[config.mk]
export PLATFORM = sky130hd
export DESIGN_NAME = pll_divider_search_core
export DESIGN_NICKNAME = d
export VERILOG_FILES = /design/src/hw/rtl/pds_pkg.sv /design/src/hw/rtl/pds_cfg_regs.sv /design/src/hw/rtl/pds_div.sv /design/src/hw/rtl/pds_search.sv /design/src/hw/rtl/pll_divider_search_core.sv
export SDC_FILE = /design/constraint.sdc
export NUM_CORES = 1
export LEC_CHECK = 0
export BUFFER_PORTS_ARGS = -buffer_cell sky130_fd_sc_hd__buf_2
export CORE_MARGIN = 2
export CORE_UTILIZATION = 50
export DETAILED_ROUTE_END_ITERATION = 6
export PLACE_DENSITY = 0.71
export SETUP_SLACK_MARGIN = 0.2
export SYNTH_ARGS = -nofsm -noshare
export SYNTH_HDL_FRONTEND = slang
export SYNTH_SLANG_ARGS = --single-unit
[constraint.sdc]
create_clock -name clk_i -period 5.1 [get_ports clk_i]
set_input_delay 0.51 -clock clk_i [delete_from_list [all_inputs] [get_ports clk_i]]
set_output_delay 0.51 -clock clk_i [all_outputs]
set_load 0.01 [all_outputs]
[src/hw/rtl/pds_pkg.sv]
// Shared types and constants of the PLL divider search block.
// No dependencies; used by every module under hw/rtl.
package pds_pkg;

  localparam int REF_W  = 16;
  localparam int FREQ_W = 24;
  localparam int FB_W   = 9;
  localparam int PD_W   = 3;
  localparam int DVS_W  = 2 * PD_W;

  localparam int FBDIV_MIN_DEF   = 16;
  localparam int FBDIV_MAX_DEF   = 320;
  localparam int POSTDIV_MAX_DEF = 7;

  localparam logic [FREQ_W-1:0] ERR_LIMIT = FREQ_W'(100000);

  localparam int APB_AW = 4;
  localparam int APB_DW = 32;

  // register indexes, taken from paddr[3:2]
  localparam logic [1:0] REG_REF_KHZ   = 2'd0;
  localparam logic [1:0] REG_VCO_MIN   = 2'd1;
  localparam logic [1:0] REG_VCO_MAX   = 2'd2;
  localparam logic [1:0] REG_PREFER_LO = 2'd3;

  typedef struct packed {
    logic [REF_W-1:0]  ref_khz;
    logic [FREQ_W-1:0] vco_min_khz;
    logic [FREQ_W-1:0] vco_max_khz;
    logic              prefer_low_vco;
  } cfg_t;

  typedef struct packed {
    logic              found;
    logic              exact;
    logic [FREQ_W-1:0] khz;
    logic [FREQ_W-1:0] vco_khz;
    logic [FB_W-1:0]   fb_div;
    logic [PD_W-1:0]   post_div1;
    logic [PD_W-1:0]   post_div2;
  } result_t;

endpackage

[src/hw/rtl/pds_cfg_regs.sv]
// APB-style configuration registers of the PLL divider search block.
// Depends on pds_pkg.
module pds_cfg_regs
  import pds_pkg::*;
(
  input  logic              clk_i,
  input  logic              rst_ni,
  input  logic              psel_i,
  input  logic              penable_i,
  input  logic              pwrite_i,
  input  logic [APB_AW-1:0] paddr_i,
  input  logic [APB_DW-1:0] pwdata_i,
  output logic [APB_DW-1:0] prdata_o,
  output logic              pready_o,
  output cfg_t              cfg_o
);

  cfg_t        cfg_q;
  logic        wr_en;
  logic [1:0]  reg_idx;

  assign pready_o = 1'b1;
  assign wr_en    = psel_i & penable_i & pwrite_i;
  assign reg_idx  = paddr_i[3:2];

  always_ff @(posedge clk_i or negedge rst_ni) begin
    if (!rst_ni) begin
      cfg_q.ref_khz        <= REF_W'(12000);
      cfg_q.vco_min_khz    <= FREQ_W'(400000);
      cfg_q.vco_max_khz    <= FREQ_W'(1600000);
      cfg_q.prefer_low_vco <= 1'b0;
    end else if (wr_en) begin
      unique case (reg_idx)
        REG_REF_KHZ:   cfg_q.ref_khz        <= pwdata_i[REF_W-1:0];
        REG_VCO_MIN:   cfg_q.vco_min_khz    <= pwdata_i[FREQ_W-1:0];
        REG_VCO_MAX:   cfg_q.vco_max_khz    <= pwdata_i[FREQ_W-1:0];
        REG_PREFER_LO: cfg_q.prefer_low_vco <= pwdata_i[0];
        default: ;
      endcase
    end
  end

  always_comb begin
    prdata_o = '0;
    unique case (reg_idx)
      REG_REF_KHZ:   prdata_o = APB_DW'(cfg_q.ref_khz);
      REG_VCO_MIN:   prdata_o = APB_DW'(cfg_q.vco_min_khz);
      REG_VCO_MAX:   prdata_o = APB_DW'(cfg_q.vco_max_khz);
      REG_PREFER_LO: prdata_o = APB_DW'(cfg_q.prefer_low_vco);
      default:       prdata_o = '0;
    endcase
  end

  assign cfg_o = cfg_q;

endmodule

[src/hw/rtl/pds_div.sv]
// Bit-serial restoring divider: VCO frequency by the post divider product.
// One quotient bit per cycle. Depends on pds_pkg.
module pds_div
  import pds_pkg::*;
(
  input  logic              clk_i,
  input  logic              rst_ni,
  input  logic              start_i,
  input  logic [FREQ_W-1:0] dividend_i,
  input  logic [DVS_W-1:0]  divisor_i,
  output logic              done_o,
  output logic [FREQ_W-1:0] quot_o,
  output logic              rem_zero_o
);

  localparam int CNT_W = $clog2(FREQ_W);

  logic [FREQ_W-1:0] quo_q, quo_d;
  logic [DVS_W-1:0]  rem_q, rem_d;
  logic [DVS_W-1:0]  dvs_q;
  logic [CNT_W-1:0]  cnt_q;
  logic              busy_q, done_q;
  logic [DVS_W:0]    shifted, diff;
  logic              ge;

  assign shifted = {rem_q, quo_q[FREQ_W-1]};
  assign ge      = shifted >= {1'b0, dvs_q};
  assign diff    = shifted - {1'b0, dvs_q};
  assign rem_d   = ge ? diff[DVS_W-1:0] : shifted[DVS_W-1:0];
  assign quo_d   = {quo_q[FREQ_W-2:0], ge};

  always_ff @(posedge clk_i or negedge rst_ni) begin
    if (!rst_ni) begin
      busy_q <= 1'b0;
      done_q <= 1'b0;
      cnt_q  <= '0;
    end else begin
      done_q <= 1'b0;
      if (start_i) begin
        busy_q <= 1'b1;
        cnt_q  <= '0;
      end else if (busy_q) begin
        cnt_q <= cnt_q + 1'b1;
        if (cnt_q == CNT_W'(FREQ_W - 1)) begin
          busy_q <= 1'b0;
          done_q <= 1'b1;
        end
      end
    end
  end

  always_ff @(posedge clk_i) begin
    if (start_i) begin
      quo_q <= dividend_i;
      rem_q <= '0;
      dvs_q <= divisor_i;
    end else if (busy_q) begin
      quo_q <= quo_d;
      rem_q <= rem_d;
    end
  end

  assign done_o     = done_q;
  assign quot_o     = quo_q;
  assign rem_zero_o = (rem_q == '0);

endmodule

[src/hw/rtl/pds_search.sv]
// Search sequencer: walks feedback and post dividers, keeps the best candidate.
// Depends on pds_pkg and pds_div.
module pds_search
  import pds_pkg::*;
#(
  parameter int FBDIV_MIN   = FBDIV_MIN_DEF,
  parameter int FBDIV_MAX   = FBDIV_MAX_DEF,
  parameter int POSTDIV_MAX = POSTDIV_MAX_DEF
)(
  input  logic              clk_i,
  input  logic              rst_ni,
  input  cfg_t              cfg_i,
  input  logic              start_i,
  input  logic [FREQ_W-1:0] req_i,
  output logic              busy_o,
  output logic              res_valid_o,
  input  logic              res_take_i,
  output result_t           res_o
);

  localparam int FBW  = $clog2(FBDIV_MAX + 1);
  localparam int VCOW = FBW + REF_W;

  typedef enum logic [2:0] {
    S_IDLE, S_VCO, S_CHECK, S_DIV_GO, S_DIV_WAIT, S_EVAL, S_NEXT_FB, S_FINISH
  } state_e;

  state_e            state_q;
  logic [FBW-1:0]    fb_q, fb_last;
  logic [VCOW-1:0]   vco_q;
  logic [PD_W-1:0]   p1_q, p2_q;
  logic [FREQ_W-1:0] req_q, best_err_q, err;
  result_t           best_q;
  logic              in_window;
  logic [DVS_W-1:0]  divisor;
  logic              div_done, rem_zero;
  logic [FREQ_W-1:0] quot;
  logic [FBW+FB_W-1:0] fb_ext;

  assign fb_last   = cfg_i.prefer_low_vco ? FBW'(FBDIV_MAX) : FBW'(FBDIV_MIN);
  assign in_window = (vco_q >= VCOW'(cfg_i.vco_min_khz)) &&
                     (vco_q <= VCOW'(cfg_i.vco_max_khz));
  assign divisor   = DVS_W'({{PD_W{1'b0}}, p1_q} * {{PD_W{1'b0}}, p2_q});
  assign err       = (quot >= req_q) ? (quot - req_q) : (req_q - quot);
  assign fb_ext    = {{FB_W{1'b0}}, fb_q};

  pds_div u_div (
    .clk_i      (clk_i),
    .rst_ni     (rst_ni),
    .start_i    (state_q == S_DIV_GO),
    .dividend_i (vco_q[FREQ_W-1:0]),  // a VCO inside the window fits 24 bits
    .divisor_i  (divisor),
    .done_o     (div_done),
    .quot_o     (quot),
    .rem_zero_o (rem_zero)
  );

  always_ff @(posedge clk_i or negedge rst_ni) begin
    if (!rst_ni) begin
      state_q    <= S_IDLE;
      fb_q       <= '0;
      vco_q      <= '0;
      p1_q       <= '0;
      p2_q       <= '0;
      req_q      <= '0;
      best_err_q <= '0;
      best_q     <= '0;
    end else begin
      unique case (state_q)
        S_IDLE: begin
          if (start_i) begin
            state_q    <= S_VCO;
            req_q      <= req_i;
            fb_q       <= cfg_i.prefer_low_vco ? FBW'(FBDIV_MIN) : FBW'(FBDIV_MAX);
            best_err_q <= ERR_LIMIT;
            best_q     <= '0;
          end
        end
        S_VCO: begin
          vco_q   <= VCOW'(fb_q) * VCOW'(cfg_i.ref_khz);
          state_q <= S_CHECK;
        end
        S_CHECK: begin
          p1_q    <= PD_W'(POSTDIV_MAX);
          p2_q    <= PD_W'(POSTDIV_MAX);
          state_q <= in_window ? S_DIV_GO : S_NEXT_FB;
        end
        S_DIV_GO:   state_q <= S_DIV_WAIT;
        S_DIV_WAIT: begin
          if (div_done) state_q <= S_EVAL;
        end
        S_EVAL: begin
          // strict compare: the first candidate visited wins a tie
          if (err < best_err_q) begin
            best_err_q        <= err;
            best_q.found      <= 1'b1;
            best_q.exact      <= (quot == req_q) && rem_zero;
            best_q.khz        <= quot;
            best_q.vco_khz    <= vco_q[FREQ_W-1:0];
            best_q.fb_div     <= fb_ext[FB_W-1:0];
            best_q.post_div1  <= p1_q;
            best_q.post_div2  <= p2_q;
          end
          if (p2_q > PD_W'(1)) begin
            p2_q    <= p2_q - 1'b1;
            state_q <= S_DIV_GO;
          end else if (p1_q > PD_W'(1)) begin
            p1_q    <= p1_q - 1'b1;
            p2_q    <= p1_q - 1'b1;
            state_q <= S_DIV_GO;
          end else begin
            state_q <= S_NEXT_FB;
          end
        end
        S_NEXT_FB: begin
          if (fb_q == fb_last) begin
            state_q <= S_FINISH;
          end else begin
            fb_q    <= cfg_i.prefer_low_vco ? fb_q + 1'b1 : fb_q - 1'b1;
            state_q <= S_VCO;
          end
        end
        S_FINISH: begin
          if (res_take_i) state_q <= S_IDLE;
        end
        default:    state_q <= S_IDLE;
      endcase
    end
  end

  assign busy_o      = (state_q != S_IDLE);
  assign res_valid_o = (state_q == S_FINISH);
  assign res_o       = best_q;

endmodule

[src/hw/rtl/pll_divider_search_core.sv]
// Top level of the PLL divider search block: config port, sequencer, result register.
// Depends on pds_pkg, pds_cfg_regs and pds_search.
//
//  channel   signals                          direction
//  -------   -------------------------------  ---------
//  input     in_valid_i, in_stall_o, req_khz_i          in
//  result    out_valid_o, out_stall_i, found_o .. post_div2_o  out
//  config    psel_i .. pwdata_i, prdata_o, pready_o     APB
//
// One item: per candidate a divider start, the bit-serial divide, its done and a compare;
// 28 candidates per in-window VCO; each feedback divider also passes through the VCO,
// check and next-divider states.
// in_stall_o is high from acceptance until the result enters the output
// register; a stalled result holds there while the next item is accepted.
// Reset restores the register defaults and clears all valids.
module pll_divider_search_core
  import pds_pkg::*;
#(
  parameter int FBDIV_MIN   = FBDIV_MIN_DEF,
  parameter int FBDIV_MAX   = FBDIV_MAX_DEF,
  parameter int POSTDIV_MAX = POSTDIV_MAX_DEF
)(
  input  logic              clk_i,
  input  logic              rst_ni,
  input  logic              psel_i,
  input  logic              penable_i,
  input  logic              pwrite_i,
  input  logic [APB_AW-1:0] paddr_i,
  input  logic [APB_DW-1:0] pwdata_i,
  output logic [APB_DW-1:0] prdata_o,
  output logic              pready_o,
  input  logic              in_valid_i,
  output logic              in_stall_o,
  input  logic [FREQ_W-1:0] req_khz_i,
  output logic              out_valid_o,
  input  logic              out_stall_i,
  output logic              found_o,
  output logic              exact_o,
  output logic [FREQ_W-1:0] out_khz_o,
  output logic [FREQ_W-1:0] out_vco_khz_o,
  output logic [FB_W-1:0]   feedback_div_o,
  output logic [PD_W-1:0]   post_div1_o,
  output logic [PD_W-1:0]   post_div2_o
);

  cfg_t    cfg;
  result_t res, out_q;
  logic    busy, res_valid, res_take, out_valid_q;

  pds_cfg_regs u_cfg (
    .clk_i     (clk_i),
    .rst_ni    (rst_ni),
    .psel_i    (psel_i),
    .penable_i (penable_i),
    .pwrite_i  (pwrite_i),
    .paddr_i   (paddr_i),
    .pwdata_i  (pwdata_i),
    .prdata_o  (prdata_o),
    .pready_o  (pready_o),
    .cfg_o     (cfg)
  );

  pds_search #(
    .FBDIV_MIN   (FBDIV_MIN),
    .FBDIV_MAX   (FBDIV_MAX),
    .POSTDIV_MAX (POSTDIV_MAX)
  ) u_search (
    .clk_i       (clk_i),
    .rst_ni      (rst_ni),
    .cfg_i       (cfg),
    .start_i     (in_valid_i & ~busy),
    .req_i       (req_khz_i),
    .busy_o      (busy),
    .res_valid_o (res_valid),
    .res_take_i  (res_take),
    .res_o       (res)
  );

  // result register frees when empty or drained this cycle
  assign res_take = ~out_valid_q | ~out_stall_i;

  always_ff @(posedge clk_i or negedge rst_ni) begin
    if (!rst_ni) begin
      out_valid_q <= 1'b0;
    end else if (res_take) begin
      out_valid_q <= res_valid;
    end
  end

  always_ff @(posedge clk_i) begin
    if (res_take && res_valid) out_q <= res;
  end

  assign in_stall_o     = busy;
  assign out_valid_o    = out_valid_q;
  assign found_o        = out_q.found;
  assign exact_o        = out_q.exact;
  assign out_khz_o      = out_q.khz;
  assign out_vco_khz_o  = out_q.vco_khz;
  assign feedback_div_o = out_q.fb_div;
  assign post_div1_o    = out_q.post_div1;
  assign post_div2_o    = out_q.post_div2;

endmodule

==> flow_metrics.tcl <==
set metrics [dict create \
    grt_pass1_vias 17800 \
    met2_usage_pct 43.5 \
    setup_violations 0 \
    core_region_area_mm2 0.0441 \
    final_cell_mix "324 x nand2_1, 271 x inv_1, 216 x o21ai_0, 198 x dfrtp_1, 171 x ha_1" \
    diodes 0 \
    grt_start_max_net_pins 128 \
    worstHoldPathType "input pin to async pin" \
    synth_top_area_share_pct 23.6 \
    grt-ovfl-total 0 \
    use_met3_pct 4.01 \
    antenna_found_initial 2 \
    tns_ps 0 \
    drt_iter0_drc 1319 \
    hold_buffers 0 \
    hold_violations 0 \
    via_per_inst 5.60 \
    synth-seq-cells 330 \
    dp_hpwl_mm 44.6 \
    slew_headroom_pct 27.1 \
    ctsHtreeMaxLevel 2 \
    placed_area_mm2 0.0239 \
    cp.required_ps 5520 \
    design_area_mm2 0.0260 \
    rows 77 \
    status "finished clean" \
    synth_top_area_cell "dfrtp_1" \
    wire_per_inst_um 19.7 \
    arrival_ps 5390 \
    fmaxAchievable_ghz 0.201 \
    vias 17600 \
    fin_skew_ps 24.5 \
    grt_pass1_wl_mm 96.2 \
    dieArea_mm2 0.0462 \
    ys_types 82 \
    dp_slack_ps -16.4 \
    ios 167 \
    grt.busiest_layer "met2" \
    final_max_slew_viol_count 0 \
    syn2layout_area_growth_pct 16.9 \
    antenna_left 0 \
    grt_setup_unrepaired "true" \
    synth_edf_count 95 \
    gp_congestion 0.911 \
    cp-start-kind "flop" \
    yosys-top-cells-area "dfrtp_1 24%, edfxtp_1 13%, ha_1 10%" \
    fin_nets 2882 \
    period_minus_slack_ps 4970 \
    synthesis.area_mm2 0.0223 \
    clkTransAtPathRegs_ps 60 \
    ys_warn_count 0 \
    die_w_um 215 \
    post-route-period-util_pct 97.4 \
    drc_errors 0 \
    syn_avg_cell_area_um2 9.52 \
    crit_fanout 7 \
    synthCells 2339 \
    clock_latency_ps 570 \
    final_common_cell "nand2_1" \
    drive_gt1_share_pct 19.1 \
    met1_usage_pct 35.2 \
    worst_slew_pin_slew_ps 1090 \
    clock-sinks 330 \
    cts_tree "yes" \
    worst_slack_ps 132 \
    initial_core_util_pct 50.4 \
    cap_violations 0 \
    ys.flop_type "dfrtp_1" \
    grt_usage_pct 26.3 \
    portBuffers 147 \
    synth.yosys.seq_area_share_pct 39.2 \
    first_pass_iters 5 \
    endpoint_kind "flop" \
    drt_wl_total_mm 61.9 \
    criticalPathCategory "flop to flop" \
    cts_root_buffer "clkbuf_16" \
    die_height_um 215 \
    cpMostUsedCell "fa_1" \
    cts_max_path_buffers 3 \
    crit_chain "buf_12, and2_4, fa_1, fa_2, fa_1, inv_1, fa_1, inv_2, ha_4, a21o_1, a31o_2, a221o_1, and3_4, a2111oi_4, nor3_2, a31oi_1, xor2_1, o21ai_1" \
    critPathMaxStageDelay_ps 660 \
    worst_path_max_delay_cell "dfstp_2" \
    numCtsBuffers 38 \
    async_flop_share_pct 69.4 \
]
[cells in the mapped netlist (6+ instances only)]
library cell  instances
a211oi_1             13
a21o_1               83
a21oi_1              85
a22o_1                9
a31o_2                7
a31oi_1              11
and2_1               89
and3_1                8
and4_1                9
buf_1                10
buf_2                10
buf_4                12
clkbuf_1             92
dfrtp_1             210
dfstp_2              19
dfxtp_1               6
edfxtp_1             95
fa_1                105
ha_1                186
inv_1               281
mux2_2               25
mux2i_1              28
nand2_1             332
nand2b_1             10
nand3_1              84
nand3b_1              7
nand4_1              17
nor2_1               61
nor2b_1              17
nor3_1               28
nor3b_1               7
o21ai_0             220
o31ai_1               7
or3_1                 6
xnor2_1              28
xor2_1               25
[through the flow]
step / utilization (%) / cells / hold WS (ps)
floorplan: - / 2346 / 214
global placement: 54.3 / 3031 / 430
detailed placement: 54.3 / 3031 / 431
CTS: 58.0 / 3126 / 32.5
global route: 58.9 / 3146 / 66.6
finish: 58.9 / 3146 / 8.57
[sequential cells by signal, indices dropped and copies added, names as in the netlist, 5 cells and up]
signal                 flops
out_vco_khz_o             24
out_khz_o                 24
u_search.u_div.cnt_q       5
u_search.req_q            24
u_search.fb_q              9
u_search.res_o            65
u_search.u_div.dvs_q       6
u_cfg.cfg_o               65
u_search.u_div.rem_q       6
u_search.u_div.quot_o     24
u_search.vco_q            25
feedback_div_o             9
u_search.best_err_q       24
[layer usage]
| layer | share of wire, % | vias to the layer above |
|---|---|---|
| li1 | - | 8227 |
| met1 | 44 | 8723 |
| met2 | 47 | 518 |
| met3 | 5.5 | 132 |
| met4 | 3.5 | 4 |
| met5 | 0.047 | - |
[timing repair]
action	CTS	global route
setup buffers	25	14
resized for setup	38	60
pin swaps	27	33
endpoints found under the setup margin	72	100
cloned	0	6
[area by class of cell]
| cell class | count | area, µm² |
|---|---|---|
| Clock buffer | 49 | 1050 |
| Tap cell | 592 | 741 |
| Fill cell | 3803 | 18100 |
| Timing Repair Buffer | 264 | 1800 |
| Multi-Input combinational cell | 1608 | 12300 |
| Clock inverter | 21 | 264 |
| Sequential cell | 330 | 8750 |
| Inverter | 282 | 1060 |
[worst paths after layout]
kind	from	end	slack, ps	cells after the start
worst min-delay path	rst_ni	u_search.res_o[25]	9	1
worst max-delay path	u_cfg.cfg_o[56]	u_search.vco_q[23]	130	18
worst min register to register	u_search.res_o[56]	out_khz_o[17]	440	0
worst max register to register	u_cfg.cfg_o[56]	u_search.vco_q[23]	130	18
max in group asynchronous	rst_ni	u_search.fb_q[2]	3800	2
min in group clk_i	req_khz_i[1]	u_search.req_q[1]	150	3
[critical path: cells and delay by family, from the launching register on]
| family | cells | cell delay, ps |
|---|---|---|
| adder cells (fa/ha/maj) | 5 | 2110 |
| AO/OA/AOI/OAI | 6 | 1220 |
| flip-flops | 1 | 660 |
| AND/OR/NAND/NOR | 3 | 420 |
| buffers and inverters | 3 | 240 |
| XOR/XNOR | 1 | 160 |
[cell families after synthesis]
kind of cell / Yosys count / share of synthesized area, %
AND/OR/NAND/NOR: 689 / 14.7
AO/OA/AOI/OAI: 507 / 14.1
buffers and inverters: 412 / 7.35
flip-flops: 330 / 39.2
adder cells (fa/ha/maj): 291 / 19.9
XOR/XNOR: 54 / 2.16
multiplexers: 54 / 2.62
other: 2 / 0.0337
Power is not shown: default switching activity piles up to over one toggle a cycle in this logic, so the estimate is an artifact.
